==> src/hdl/cpp_pkg.sv <==
// Shared package for the controller packet parser: message kinds, the
// command record that travels from the front to the back, and the
// elaboration-time builder of the cosine and sine tables. No dependencies.
package cpp_pkg;

  localparam int TRIG_FRAC_BITS_DEF = 15;
  localparam int TRIG_ROM_SIZE      = 198;
  localparam int TRIG_HALF_ROM      = 99;
  localparam int QUEUE_DEPTH        = 4;

  // Lead and terminator bytes of the link protocol, and the zero-speed byte.
  localparam logic [7:0] LEAD_JOY    = 8'd251;
  localparam logic [7:0] LEAD_BTN    = 8'd252;
  localparam logic [7:0] LEAD_SLD    = 8'd253;
  localparam logic [7:0] LEAD_TEXT   = 8'd254;
  localparam logic [7:0] TEXT_END    = 8'd250;
  localparam logic [7:0] SPEED_ZERO  = 8'd49;

  // Message kinds as reported on the result channel.
  localparam logic [2:0] KIND_UNKNOWN  = 3'd0;
  localparam logic [2:0] KIND_JOY      = 3'd1;
  localparam logic [2:0] KIND_BTN      = 3'd2;
  localparam logic [2:0] KIND_SLD      = 3'd3;
  localparam logic [2:0] KIND_TEXT     = 3'd4;
  localparam logic [2:0] KIND_TEXT_END = 3'd5;

  // One classified message, ready for the back end.
  typedef struct packed {
    logic [2:0] kind;
    logic [7:0] data_a;   // button id, slider id or text character
    logic [7:0] data_b;   // slider value
    logic [8:0] mag;      // joystick magnitude, zero for other kinds
    logic [7:0] angle;    // joystick angle index, 0..197
    logic       mode;     // mode bit after this message
  } cpp_cmd_t;

  // pi in Q60 and its split by 99, used to form the table angles.
  localparam logic [63:0] PI_Q60  = 64'h3243F6A8885A308D;
  localparam logic [63:0] PI_DIV  = PI_Q60 / 99;
  localparam logic [63:0] PI_REM  = PI_Q60 % 99;
  localparam logic [63:0] ONE_Q62 = 64'h4000000000000000;

  // Reciprocals in Q62 of the series denominators (2n-1)(2n) for cosine
  // and (2n)(2n+1) for sine, n = 1..14, element 0 first.
  localparam logic [0:13][63:0] INV_C = {
    ONE_Q62 / 64'd2,   ONE_Q62 / 64'd12,  ONE_Q62 / 64'd30,  ONE_Q62 / 64'd56,
    ONE_Q62 / 64'd90,  ONE_Q62 / 64'd132, ONE_Q62 / 64'd182, ONE_Q62 / 64'd240,
    ONE_Q62 / 64'd306, ONE_Q62 / 64'd380, ONE_Q62 / 64'd462, ONE_Q62 / 64'd552,
    ONE_Q62 / 64'd650, ONE_Q62 / 64'd756
  };
  localparam logic [0:13][63:0] INV_S = {
    ONE_Q62 / 64'd6,   ONE_Q62 / 64'd20,  ONE_Q62 / 64'd42,  ONE_Q62 / 64'd72,
    ONE_Q62 / 64'd110, ONE_Q62 / 64'd156, ONE_Q62 / 64'd210, ONE_Q62 / 64'd272,
    ONE_Q62 / 64'd342, ONE_Q62 / 64'd420, ONE_Q62 / 64'd506, ONE_Q62 / 64'd600,
    ONE_Q62 / 64'd702, ONE_Q62 / 64'd812
  };

  // (a*b) >> 62, kept to 64 bits.
  function automatic logic [63:0] mul_q62(input logic [63:0] a, input logic [63:0] b);
    logic [127:0] p;
    p = {64'd0, a} * {64'd0, b};
    return p[125:62];
  endfunction

  // Table entry k of cosine (is_sin = 0) or sine (is_sin = 1) in Q(f),
  // rounded half away from zero and clamped to [-2^f, 2^f-1].
  function automatic logic signed [31:0] trig_entry(input int k, input bit is_sin,
                                                    input int f);
    int          j;
    int          m;
    bit          neg;
    logic [63:0] x;
    logic [63:0] x2;
    logic [63:0] tc;
    logic [63:0] ts;
    logic [63:0] sc;
    logic [63:0] ss;
    logic [63:0] v;
    logic [63:0] r;
    longint      e;
    longint      top;
    j = (k <= TRIG_HALF_ROM) ? k : TRIG_ROM_SIZE - k;
    m = j;
    neg = 1'b0;
    if (j > 49) begin
      m = TRIG_HALF_ROM - j;
      neg = 1'b1;
    end
    // m*PI_REM stays below 4851, where (v*662) >> 16 equals v/99 exactly.
    x  = 64'd4 * (64'(m) * PI_DIV + ((64'(m) * PI_REM * 64'd662) >> 16));
    x2 = mul_q62(x, x);
    tc = ONE_Q62;
    sc = ONE_Q62;
    ts = x;
    ss = x;
    for (int n = 1; n <= 14; n++) begin
      tc = mul_q62(mul_q62(tc, x2), INV_C[4'(n - 1)]);
      ts = mul_q62(mul_q62(ts, x2), INV_S[4'(n - 1)]);
      if (n % 2 == 1) begin
        sc = sc - tc;
        ss = ss - ts;
      end else begin
        sc = sc + tc;
        ss = ss + ts;
      end
    end
    if (is_sin) begin
      v = ss;
      neg = (k > TRIG_HALF_ROM);
    end else begin
      v = sc;
    end
    r = (v + (64'd1 << (61 - f))) >> (62 - f);
    e = neg ? -longint'(r) : longint'(r);
    top = (longint'(1) << f) - 1;
    if (e > top) begin
      e = top;
    end
    return 32'(e);
  endfunction

endpackage

==> src/hdl/cpp_front.sv <==
// Front end of the controller packet parser: the byte-level message state
// machine, the mode bit and the mode_button register. Depends on cpp_pkg.
module cpp_front (
  input  logic              clk,
  input  logic              rst,
  input  logic              byte_take,
  input  logic [7:0]        rx_byte,
  input  logic              cfg_write,
  input  logic [7:0]        cfg_data,
  output logic              push,
  output cpp_pkg::cpp_cmd_t push_cmd
);
  import cpp_pkg::*;

  localparam logic [3:0] PH_IDLE      = 4'd0;
  localparam logic [3:0] PH_JOY_SPEED = 4'd1;
  localparam logic [3:0] PH_JOY_DIR   = 4'd2;
  localparam logic [3:0] PH_JOY_END   = 4'd3;
  localparam logic [3:0] PH_BTN_ID    = 4'd4;
  localparam logic [3:0] PH_BTN_END   = 4'd5;
  localparam logic [3:0] PH_SLD_ID    = 4'd6;
  localparam logic [3:0] PH_SLD_VAL   = 4'd7;
  localparam logic [3:0] PH_SLD_END   = 4'd8;
  localparam logic [3:0] PH_TEXT      = 4'd9;

  logic [3:0] phase;
  logic [3:0] phase_next;
  logic [7:0] held_first;
  logic [7:0] held_first_next;
  logic [7:0] held_second;
  logic [7:0] held_second_next;
  logic       mode_flag;
  logic       mode_flag_next;
  logic [7:0] mode_button;
  logic       emit;
  cpp_cmd_t   cmd;
  logic [8:0] mag;
  logic [8:0] sum_pos;
  logic [7:0] angle;

  // Joystick magnitude and angle index from the held speed and direction.
  always_comb begin
    sum_pos = 9'(TRIG_HALF_ROM) + {1'b0, held_second};
    if (held_first >= SPEED_ZERO) begin
      mag = {held_first - SPEED_ZERO, 1'b0};
    end else begin
      mag = {SPEED_ZERO - held_first, 1'b0};
    end
    if (held_first > SPEED_ZERO) begin
      if (sum_pos >= 9'(TRIG_ROM_SIZE)) begin
        angle = 8'(sum_pos - 9'(TRIG_ROM_SIZE));
      end else begin
        angle = sum_pos[7:0];
      end
    end else if (held_first < SPEED_ZERO) begin
      if (held_second > 8'(TRIG_HALF_ROM)) begin
        angle = 8'(9'(TRIG_ROM_SIZE + TRIG_HALF_ROM) - {1'b0, held_second});
      end else begin
        angle = 8'(TRIG_HALF_ROM) - held_second;
      end
    end else begin
      angle = 8'(TRIG_HALF_ROM);
    end
  end

  always_comb begin
    phase_next       = phase;
    held_first_next  = held_first;
    held_second_next = held_second;
    mode_flag_next   = mode_flag;
    emit             = 1'b0;
    cmd              = '0;
    case (phase)
      PH_JOY_SPEED: begin
        held_first_next = rx_byte;
        phase_next      = PH_JOY_DIR;
      end
      PH_JOY_DIR: begin
        held_second_next = rx_byte;
        phase_next       = PH_JOY_END;
      end
      PH_JOY_END: begin
        emit       = 1'b1;
        cmd.kind   = KIND_JOY;
        cmd.mag    = mag;
        cmd.angle  = angle;
        phase_next = PH_IDLE;
      end
      PH_BTN_ID: begin
        held_first_next = rx_byte;
        phase_next      = PH_BTN_END;
      end
      PH_BTN_END: begin
        if (held_first == mode_button) begin
          mode_flag_next = ~mode_flag;
        end
        emit        = 1'b1;
        cmd.kind    = KIND_BTN;
        cmd.data_a  = held_first;
        phase_next  = PH_IDLE;
      end
      PH_SLD_ID: begin
        held_first_next = rx_byte;
        phase_next      = PH_SLD_VAL;
      end
      PH_SLD_VAL: begin
        held_second_next = rx_byte;
        phase_next       = PH_SLD_END;
      end
      PH_SLD_END: begin
        emit       = 1'b1;
        cmd.kind   = KIND_SLD;
        cmd.data_a = held_first;
        cmd.data_b = held_second;
        phase_next = PH_IDLE;
      end
      PH_TEXT: begin
        emit = 1'b1;
        if (rx_byte == TEXT_END) begin
          cmd.kind   = KIND_TEXT_END;
          phase_next = PH_IDLE;
        end else begin
          cmd.kind   = KIND_TEXT;
          cmd.data_a = rx_byte;
        end
      end
      default: begin
        if (rx_byte == LEAD_JOY) begin
          phase_next = PH_JOY_SPEED;
        end else if (rx_byte == LEAD_BTN) begin
          phase_next = PH_BTN_ID;
        end else if (rx_byte == LEAD_SLD) begin
          phase_next = PH_SLD_ID;
        end else if (rx_byte == LEAD_TEXT) begin
          phase_next = PH_TEXT;
        end else begin
          phase_next = PH_IDLE;
          emit       = 1'b1;
          cmd.kind   = KIND_UNKNOWN;
        end
      end
    endcase
    cmd.mode = mode_flag_next;
  end

  assign push     = byte_take && emit;
  assign push_cmd = cmd;

  always_ff @(posedge clk) begin
    if (rst) begin
      phase       <= PH_IDLE;
      held_first  <= '0;
      held_second <= '0;
      mode_flag   <= 1'b0;
      mode_button <= 8'd2;
    end else begin
      if (byte_take) begin
        phase       <= phase_next;
        held_first  <= held_first_next;
        held_second <= held_second_next;
        mode_flag   <= mode_flag_next;
      end
      if (cfg_write) begin
        mode_button <= cfg_data;
      end
    end
  end

endmodule

==> src/hdl/cpp_queue.sv <==
// Short command queue between the parser front end and the back end.
// Depends on cpp_pkg for the command record and the depth.
module cpp_queue (
  input  logic              clk,
  input  logic              rst,
  input  logic              push,
  input  cpp_pkg::cpp_cmd_t push_cmd,
  output logic              full,
  input  logic              pop,
  output logic              not_empty,
  output cpp_pkg::cpp_cmd_t pop_cmd
);
  import cpp_pkg::*;

  localparam int PW = $clog2(QUEUE_DEPTH);
  localparam int CW = $clog2(QUEUE_DEPTH + 1);

  cpp_cmd_t        slots [QUEUE_DEPTH];
  logic [PW-1:0]   wr_ptr;
  logic [PW-1:0]   rd_ptr;
  logic [CW-1:0]   count;

  assign full      = (count == CW'(QUEUE_DEPTH));
  assign not_empty = (count != '0);
  assign pop_cmd   = slots[rd_ptr];

  always_ff @(posedge clk) begin
    if (push) begin
      slots[wr_ptr] <= push_cmd;
    end
  end

  always_ff @(posedge clk) begin
    if (rst) begin
      wr_ptr <= '0;
      rd_ptr <= '0;
      count  <= '0;
    end else begin
      if (push) begin
        wr_ptr <= (wr_ptr == PW'(QUEUE_DEPTH - 1)) ? '0 : wr_ptr + 1'b1;
      end
      if (pop) begin
        rd_ptr <= (rd_ptr == PW'(QUEUE_DEPTH - 1)) ? '0 : rd_ptr + 1'b1;
      end
      if (push && !pop) begin
        count <= count + 1'b1;
      end else if (pop && !push) begin
        count <= count - 1'b1;
      end
    end
  end

endmodule

==> src/hdl/cpp_back.sv <==
// Back end of the controller packet parser: trig table lookup, the two
// magnitude products, truncation and the output register. Depends on cpp_pkg.
module cpp_back #(
  parameter int TRIG_FRAC_BITS = cpp_pkg::TRIG_FRAC_BITS_DEF
) (
  input  logic              clk,
  input  logic              rst,
  input  logic              cmd_valid,
  input  cpp_pkg::cpp_cmd_t cmd,
  output logic              cmd_pop,
  output logic              msg_valid,
  input  logic              msg_stall,
  output logic [2:0]        message_kind,
  output logic signed [9:0] joy_x,
  output logic signed [9:0] joy_y,
  output logic [7:0]        button_id,
  output logic [7:0]        slider_id,
  output logic [7:0]        slider_value,
  output logic [7:0]        text_char,
  output logic              mode_bit
);
  import cpp_pkg::*;

  localparam int EW = TRIG_FRAC_BITS + 2;
  localparam int PW = EW + 10;

  logic signed [EW-1:0] cos_tab [TRIG_ROM_SIZE];
  logic signed [EW-1:0] sin_tab [TRIG_ROM_SIZE];

  for (genvar k = 0; k < TRIG_ROM_SIZE; k++) begin : g_rom
    localparam logic signed [EW-1:0] COS_K = EW'(trig_entry(k, 1'b0, TRIG_FRAC_BITS));
    localparam logic signed [EW-1:0] SIN_K = EW'(trig_entry(k, 1'b1, TRIG_FRAC_BITS));
    assign cos_tab[k] = COS_K;
    assign sin_tab[k] = SIN_K;
  end

  logic                 a_valid;
  cpp_cmd_t             a_cmd;
  logic signed [PW-1:0] a_prod_x;
  logic signed [PW-1:0] a_prod_y;
  logic                 a_en;
  logic                 b_en;
  logic signed [9:0]    mag_s;
  logic signed [PW-1:0] prod_x;
  logic signed [PW-1:0] prod_y;
  logic signed [PW-1:0] bias;
  logic signed [PW-1:0] shift_x;
  logic signed [PW-1:0] shift_y;

  assign b_en    = !msg_valid || !msg_stall;
  assign a_en    = !a_valid || b_en;
  assign cmd_pop = cmd_valid && a_en;

  assign mag_s  = $signed({1'b0, cmd.mag});
  assign prod_x = mag_s * cos_tab[cmd.angle];
  assign prod_y = mag_s * sin_tab[cmd.angle];

  // Truncation toward zero: negative products get 2^F-1 added before the shift.
  assign bias    = $signed({{(PW - TRIG_FRAC_BITS){1'b0}}, {TRIG_FRAC_BITS{1'b1}}});
  assign shift_x = (a_prod_x + (a_prod_x[PW-1] ? bias : '0)) >>> TRIG_FRAC_BITS;
  assign shift_y = (a_prod_y + (a_prod_y[PW-1] ? bias : '0)) >>> TRIG_FRAC_BITS;

  always_ff @(posedge clk) begin
    if (rst) begin
      a_valid   <= 1'b0;
      msg_valid <= 1'b0;
    end else begin
      if (a_en) begin
        a_valid <= cmd_valid;
      end
      if (b_en) begin
        msg_valid <= a_valid;
      end
    end
  end

  always_ff @(posedge clk) begin
    if (cmd_pop) begin
      a_cmd    <= cmd;
      a_prod_x <= prod_x;
      a_prod_y <= prod_y;
    end
    if (b_en && a_valid) begin
      message_kind <= a_cmd.kind;
      joy_x        <= shift_x[9:0];
      joy_y        <= shift_y[9:0];
      button_id    <= (a_cmd.kind == KIND_BTN) ? a_cmd.data_a : '0;
      slider_id    <= (a_cmd.kind == KIND_SLD) ? a_cmd.data_a : '0;
      slider_value <= (a_cmd.kind == KIND_SLD) ? a_cmd.data_b : '0;
      text_char    <= (a_cmd.kind == KIND_TEXT) ? a_cmd.data_a : '0;
      mode_bit     <= a_cmd.mode;
    end
  end

endmodule

==> src/hdl/controller_packet_parser_core.sv <==
// Top level of the controller packet parser: front end, command queue and
// back end. Depends on cpp_pkg, cpp_front, cpp_queue and cpp_back.
//
// Usage. Bytes of the controller link enter on rx_byte with rx_valid; a
// byte transaction completes at a rising edge with rx_valid high and
// rx_stall low. Parsed messages leave on the result ports with msg_valid;
// a result transaction completes at an edge with msg_valid high and
// msg_stall low. The mode_button register is written through cfg_valid,
// cfg_ready and cfg_data; cfg_ready is always high, so a write lands at
// any edge with cfg_valid high. Write it only while the block is idle.
//
// Throughput is one byte per cycle while rx_stall is low. A byte that
// completes a message passes, when the output is not stalled, into the
// command queue, then through the trig table lookup and products into
// the product stage, then through truncation into the output register,
// from which it leaves as a result. Bytes inside a message give no result.
// When msg_stall is held, the output register and the product stage hold
// and the four-entry queue fills; rx_stall rises only once the queue is
// full. A synchronous reset returns the parser to waiting for a lead byte,
// clears the mode bit, sets mode_button to 2 and empties the pipeline.
module controller_packet_parser_core #(
  parameter int TRIG_FRAC_BITS = cpp_pkg::TRIG_FRAC_BITS_DEF
) (
  input  logic              clk,
  input  logic              rst,
  input  logic              rx_valid,
  output logic              rx_stall,
  input  logic [7:0]        rx_byte,
  input  logic              cfg_valid,
  output logic              cfg_ready,
  input  logic [7:0]        cfg_data,
  output logic              msg_valid,
  input  logic              msg_stall,
  output logic [2:0]        message_kind,
  output logic signed [9:0] joy_x,
  output logic signed [9:0] joy_y,
  output logic [7:0]        button_id,
  output logic [7:0]        slider_id,
  output logic [7:0]        slider_value,
  output logic [7:0]        text_char,
  output logic              mode_bit
);
  import cpp_pkg::*;

  logic     byte_take;
  logic     push;
  cpp_cmd_t push_cmd;
  logic     full;
  logic     pop;
  logic     not_empty;
  cpp_cmd_t pop_cmd;

  // The queue full flag is registered state, so rx_stall never depends on
  // rx_valid or on the output side in the same cycle.
  assign rx_stall  = full;
  assign byte_take = rx_valid && !rx_stall;
  assign cfg_ready = 1'b1;

  cpp_front u_front (
    .clk       (clk),
    .rst       (rst),
    .byte_take (byte_take),
    .rx_byte   (rx_byte),
    .cfg_write (cfg_valid && cfg_ready),
    .cfg_data  (cfg_data),
    .push      (push),
    .push_cmd  (push_cmd)
  );

  cpp_queue u_queue (
    .clk       (clk),
    .rst       (rst),
    .push      (push),
    .push_cmd  (push_cmd),
    .full      (full),
    .pop       (pop),
    .not_empty (not_empty),
    .pop_cmd   (pop_cmd)
  );

  cpp_back #(
    .TRIG_FRAC_BITS (TRIG_FRAC_BITS)
  ) u_back (
    .clk          (clk),
    .rst          (rst),
    .cmd_valid    (not_empty),
    .cmd          (pop_cmd),
    .cmd_pop      (pop),
    .msg_valid    (msg_valid),
    .msg_stall    (msg_stall),
    .message_kind (message_kind),
    .joy_x        (joy_x),
    .joy_y        (joy_y),
    .button_id    (button_id),
    .slider_id    (slider_id),
    .slider_value (slider_value),
    .text_char    (text_char),
    .mode_bit     (mode_bit)
  );

endmodule

==> config.mk <==
export PLATFORM = sky130hd
export DESIGN_NAME = controller_packet_parser_core
export DESIGN_NICKNAME = d
export VERILOG_FILES = /design/src/hdl/cpp_pkg.sv /design/src/hdl/cpp_front.sv /design/src/hdl/cpp_queue.sv /design/src/hdl/cpp_back.sv /design/src/hdl/controller_packet_parser_core.sv
export SDC_FILE = /design/constraint.sdc
export NUM_CORES = 1
export LEC_CHECK = 0
export BUFFER_PORTS_ARGS = -buffer_cell sky130_fd_sc_hd__buf_2
export CAP_MARGIN = 30
export CORE_UTILIZATION = 30
export CTS_CLUSTER_DIAMETER = 120
export DETAILED_ROUTE_END_ITERATION = 7
export HOLD_SLACK_MARGIN = 0.03
export PLACE_DENSITY = 0.48
export SLEW_MARGIN = 15
export SYNTH_ARGS = -nofsm -noshare
export SYNTH_HDL_FRONTEND = slang
export SYNTH_HIERARCHICAL = 1
export SYNTH_SLANG_ARGS = --single-unit
export TNS_END_PERCENT = 100
==> constraint.sdc <==
create_clock -name clk -period 6.9 [get_ports clk]
set_clock_uncertainty 0.2 [all_clocks]
set_input_delay 1.38 -clock clk [delete_from_list [all_inputs] [get_ports clk]]
set_output_delay 1.38 -clock clk [all_outputs]
set_load 0.1 [all_outputs]
# Word level (Yosys, flattened, before mapping)
# Memory sizes are Yosys's and may differ from the RTL's. A register that Yosys moved wholly into a read port is not among the register bits.
# Cells that the tools add are included.
# W data, S select, Z words.
word_totals:
  regBits: 131
  ram_bits: 148
  romBits: 4352
  inputBits: 21
  mem_count: 2
memory_table:
  columns: ["memory", "words", "width", "rd", "rd_ports_with_merged_regs", "wr", "line", "text"]
  rows:
  - ["(no name shown)", 256, 17, 1, 0, 0, "cpp_back.sv:55", "assign prod_x = mag_s * cos_tab[cmd.angle];"]
  - ["u_queue.slots", 4, 37, 1, 1, 1, "cpp_queue.sv:18", "cpp_cmd_t slots [QUEUE_DEPTH];"]
classes:
  n_addsub: 11
  mul: 1
  n_lt_le_gt_ge: 6
  eq_ne: 22
  n_mux: 35
  n_bitwise: 2
  reduce_logical: 25
op_table:
  columns: ["op", "n"]
  rows:
  - ["$mux W17", 3]
  - ["$mux W8", 6]
  - ["$eq A8 B8 Y1 const B", 5]
  - ["$pmux W4 S7", 1]
  - ["$mul A10 B17 Y27", 1]
  - ["$add A25 B25 Y25", 1]
  - ["$mux W4", 5]
  - ["$eq A4 B3 Y1 const B", 4]
  - ["$pmux W8 S2", 1]
  - ["$sub A6 B8 Y8 const A", 2]
  - ["$mux W15", 1]
  - ["$pmux W3 S4", 1]
  - ["$add A7 B8 Y9 const A", 1]
  - ["$ge A9 B8 Y1 const B", 1]
  - ["$ge A9 B9 Y1 const B", 1]
  - ["$mux W1", 9]
  - ["$mux W9", 1]
  - ["$not A8 Y9", 1]
  - ["$eq A4 B2 Y1 const B", 2]
  - ["$eq A4 B4 Y1 const B", 2]
  - ["$eq A8 B8 Y1", 1]
  - ["$ge A8 B6 Y1 const B", 1]
  - ["$gt A8 B6 Y1 const B", 1]
  - ["$gt A8 B7 Y1 const B", 1]
  - ["other kinds (26)", 49]

# Logic depth before layout (Yosys ltp)
depth:
  word_depth: 11
  depth_mapped: 11

# By module
# Netlist, hierarchy kept.
modules_own_cells:
  columns: ["mod", "instances", "cells_per_inst", "area_per_inst_um2", "seq_area_each_um2"]
  rows:
  - ["cpp_queue", 1, 237, 5836.8, 4624.4]
  - ["cpp_front", 1, 340, 2663.8, 580.6]
  - ["cpp_back", 1, 122, 2150.8, 1721.7]
  - ["controller_packet_parser_core", 1, 3, 25.0, 0.0]

# Least setup slack after synthesis
# OpenSTA, ideal clock, no wires.
synth_path:
  path_kind: "input-to-reg"
  from: "in msg_stall"
  to: "reg u_back.button_id[0] (enable)"
  setup_ps: 484
  arrival_ps: 4043
  required_time_ps: 6216
  path_slack_ps: 2172
  cell_stages: 1
  path_buffers: 0
  path_cell_list: "a21boi_0"
synth_between:
  elab_chain_len: 3
synth_lines:
  columns: ["item", "line", "text"]
  rows:
  - ["start: declaration", "controller_packet_parser_core.sv:33", "input logic msg_stall,"]
  - ["$logic_not A1 Y1", "cpp_back.sv:50", "assign b_en = !msg_valid || !msg_stall;"]
  - ["$logic_or A1 B1 Y1", "cpp_back.sv:50", null]
  - ["$logic_and A1 B1 Y1", "cpp_back.sv:83", "if (b_en && a_valid) begin"]
  - ["end signal: assignment", "cpp_back.sv:87", "button_id <= (a_cmd.kind == KIND_BTN) ? a_cmd.data_a : '0;"]
  - ["end: declaration", "cpp_back.sv:16", "output logic [7:0] button_id,"]
# Every way passes these cells.
# A chain may end at the register's enable or synchronous reset.

# Worst setup path in the final report
layout_path:
  from: "in rx_byte[5]"
  to: "reg u_queue.count[2]"
layout_between:
  elab_chain_len: 10
layout_lines:
  columns: ["item", "line", "text"]
  rows:
  - ["start: declaration", "controller_packet_parser_core.sv:28", "input logic [7:0] rx_byte,"]
  - ["$eq A8 B8 Y1", "cpp_front.sv:134", "end else if (rx_byte == LEAD_TEXT) begin"]
  - ["$mux W1", "cpp_front.sv:134", null]
  - ["$mux W1", "cpp_front.sv:132", "end else if (rx_byte == LEAD_SLD) begin"]
  - ["$mux W1", "cpp_front.sv:130", "end else if (rx_byte == LEAD_BTN) begin"]
  - ["$mux W1 (*)", "cpp_front.sv:128", "if (rx_byte == LEAD_JOY) begin"]
  - ["$pmux W1 S2 (*)", "cpp_front.sv:73", "case (phase)"]
  - ["$logic_and A1 B1 Y1 (*)", "cpp_front.sv:146", "assign push = byte_take && emit;"]
  - ["net push", "controller_packet_parser_core.sv:46", "logic push;"]
  - ["$logic_not A1 Y1", "cpp_queue.sv:47", "end else if (pop && !push) begin"]
  - ["$logic_and A1 B1 Y1", "cpp_queue.sv:47", null]
  - ["$reduce_bool A2 Y1 (no line)", null, null]
  - ["end signal: assignment", "cpp_queue.sv:46", "count <= count + 1'b1;"]
  - ["end signal: assignment", "cpp_queue.sv:48", "count <= count - 1'b1;"]
  - ["end: declaration", "cpp_queue.sv:21", "logic [CW-1:0] count;"]
# Mark *: on every way through the listed nets, which the timed path passes. The rest lies on a longest branch.

==> summary.md <==
| Metric | Value |
|---|---|
| VDD IR max | `218 uV` |
| Initial DRC count | `269` |
| Clk_lat worst skew | `430 ps` |
| Sw Ratio | `36.9%` |
| Crit Path Class | `input pin to flop` |
| F_max | `275 MHz` |
| Gp weighted congestion | `0.771` |
| IO Pins | `80` |
| Aggregate routed wire length | `12800 um` |
| Hold Path Class | `flop to flop` |
| Minimum clock period after layout | `3640 ps` |
| Syn Std Cell Area | `7170 sq um` |
| RSZ-0062 raised after global routing | `false` |
| Power Dens Cells | `429 nW/um^2` |
| CTS root buf | `clkbuf_16` |
| Pre-antenna DRT Iters | `5` |
| First-pass GRT wire length | `20100 um` |
| WL/cell | `14.9 um` |
| CTS clock-pin slew for the worst setup and hold paths | `70 ps` |
| Synth-to-layout area growth | `16.0%` |
| Crit start category | `input pin` |
| PortBufs | `58` |
| Post-DP HPWL | `8950 um` |
| Worst r2r path cells | `10` |
| Row cnt | `56` |
| Vias in the first global route | `3674` |
| YS warnings | `6` |
| Drc violations | `0` |
| Final Non-Filler Cells | `856` |
| Post-DRT Antenna Nets | `0` |
| Sink Count | `176` |
| CP max stage cell | `a31oi_1` |
| Vias | `3707` |
| Max-Cap Viols | `0` |
| Total core area | `23500 sq um` |
| Syn Area/Cell | `15.2 sq um` |
| Routed vias/inst | `4.33` |
| DIE HEIGHT | `157 um` |
| Post-synthesis cell count | `473` |
| Worst setup EP type | `flop` |
| Critical Path Fanout Max | `7` |
| Chip Width | `157 um` |
| Ratio of final minimum period to clock period | `52.7%` |
| CP peak stage delay | `550 ps` |
| Internal Power | `2250 uW` |
| Cts hold-fix bufs | `0` |
| Sw Pwr | `1310 uW` |
| Post-CTS Setup Repair Bufs | `0` |
| Worst EP arrival | `3790 ps` |
| Final setup margin | `3260 ps` |
| Layout cells sized above 1 | `23.5%` |
| Initial antenna violation count | `0` |
| Final TNS setup | `0 ps` |
| Hold depth | `0` |
| Pin count of the biggest net entering global routing | `40` |
| Final Max Tran Viols | `0` |
| Congestion Overflow GR | `0` |
| CTS H-tree depth | `4` |
| Status | `completed` |
| Slew HR | `52.1%` |
| Starting Density | `30.5%` |
| Max Root-Sink Buffers | `2` |
| Leakage power | `0.00309 uW` |
| Comb power frac | `31.0%` |
| Clk network pwr share | `26.6%` |
| Flop pwr share | `42.4%` |
| Placed insts | `821` |
| Gates resized, CTS repair | `0` |
| Total CTS buffers | `17` |
| Final hold vios | `0` |
| Worst-Margin Slew | `718 ps` |
| Total Routing Usage GR | `11.1%` |
| Fillers | `2253` |
| Req. time, crit path | `7050 ps` |
| Critical Path, Cell by Cell | `buf_2 > and3_1 > nand3_1 > o22ai_1 > a31oi_1 > ha_1 > inv_1 > fa_1 > xor2_1 > or3_1 > a21oi_1` |
| CTS tree | `built` |
| Final #Nets | `552` |
| ANT cells | `0` |
| Die area | `24500 sq um` |
| Setup violations, final | `0` |
| Pre-CTS setup slack | `2740 ps` |
-- registers in the layout, indices dropped and copies added (netlist names), 2 cells and up, named ones only --
| register | flops |
|---|---|
| u_back/a_cmd | 20 |
| u_back/button_id | 8 |
| u_back/message_kind | 3 |
| u_back/slider_id | 8 |
| u_back/slider_value | 8 |
| u_back/text_char | 8 |
| u_front/held_first | 8 |
| u_front/held_second | 8 |
| u_front/mode_button | 8 |
| u_front/phase | 4 |
| u_queue/count | 3 |
| u_queue/rd_ptr | 2 |
| u_queue/slots | 80 |
| u_queue/wr_ptr | 2 |
-- power groups by stage --
stage | Combinational (uW) | Sequential (uW) | Clock [uW]
2_1_floorplan | 520 | 1940 | 0
3_3_place_gp | 1060 | 1550 | 0
3_5_place_dp | 1110 | 1540 | 0
4_1_cts | 1110 | 1520 | 974
5_1_grt | 1180 | 1540 | 1020
6_report | 1110 | 1510 | 948
-- layer usage --
metal	vias to the layer above	GRT usage (%)	wire, um
met3	12	4.02	582
li1	1784	-	-
met5	-	0	0
met4	0	3.45	138
met2	113	17.8	5930
met1	1798	14.0	6100
-- stage by stage --
step	util, %	power (uW)	hold WS, ps	cell area (sq um)
6_report	35.4	3570	222	8320
5_1_grt	35.4	3730	236	8320
4_1_cts	35.3	3600	225	8280
3_5_place_dp	32.8	2650	208	7700
3_3_place_gp	32.4	2600	208	7600
2_1_floorplan	-	2460	200	7240
-- layout by cell type (no fill, tap or decap), types with 4 or more instances in the layout --
cell and instances:
conb_1 21, edfxtp_1 136, mux2i_1 27, xnor2_1 7, a22o_1 8, inv_1 13
buf_8 5, ha_1 6, mux4_2 18, nor2_1 39, clkbuf_16 17, dfxtp_1 40
nand3_1 5, o21ai_0 5, nand2_1 10, nor3_1 8, xor2_1 7, inv_6 4
and2_1 39, a21oi_1 6, buf_2 58, a211oi_1 4
-- worst max-delay path: cells and delay by family --
kind / cells / cell delay [ps]
compound gates: 3 / 810
xor+xnor: 1 / 160
buf+inv: 2 / 190
simple gates: 3 / 600
fa+ha+maj: 2 / 660
-- final cells by class --
type | count | area (sq um) | share of cell area (%)
repair buffers | 67 | 433 | 5.21
multi-input cells | 248 | 1960 | 23.6
flip-flops and latches | 176 | 4880 | 58.7
clock inverters | 15 | 158 | 1.90
well taps | 319 | 399 | 4.80
inverters | 14 | 52.6 | 0.632
clock buffers | 17 | 425 | 5.12
-- path summary, 6_finish.rpt --
| check | slack (ps) | startpoint | end |
|---|---|---|---|
| worst max register to register | 3440 | u_front/phase[0]$_SDFFE_PP0P_ | u_queue/count[2]$_SDFFE_PP0P_ |
| worst min register to register | 220 | u_back/a_cmd[0]$_DFFE_PP_ | u_back/mode_bit$_DFFE_PP_ |
| worst min-delay path | 220 | u_back/a_cmd[0]$_DFFE_PP_ | u_back/mode_bit$_DFFE_PP_ |
| worst max-delay path | 3260 | rx_byte[5] | u_queue/count[2]$_SDFFE_PP0P_ |
(Power assumes the default switching activity.)
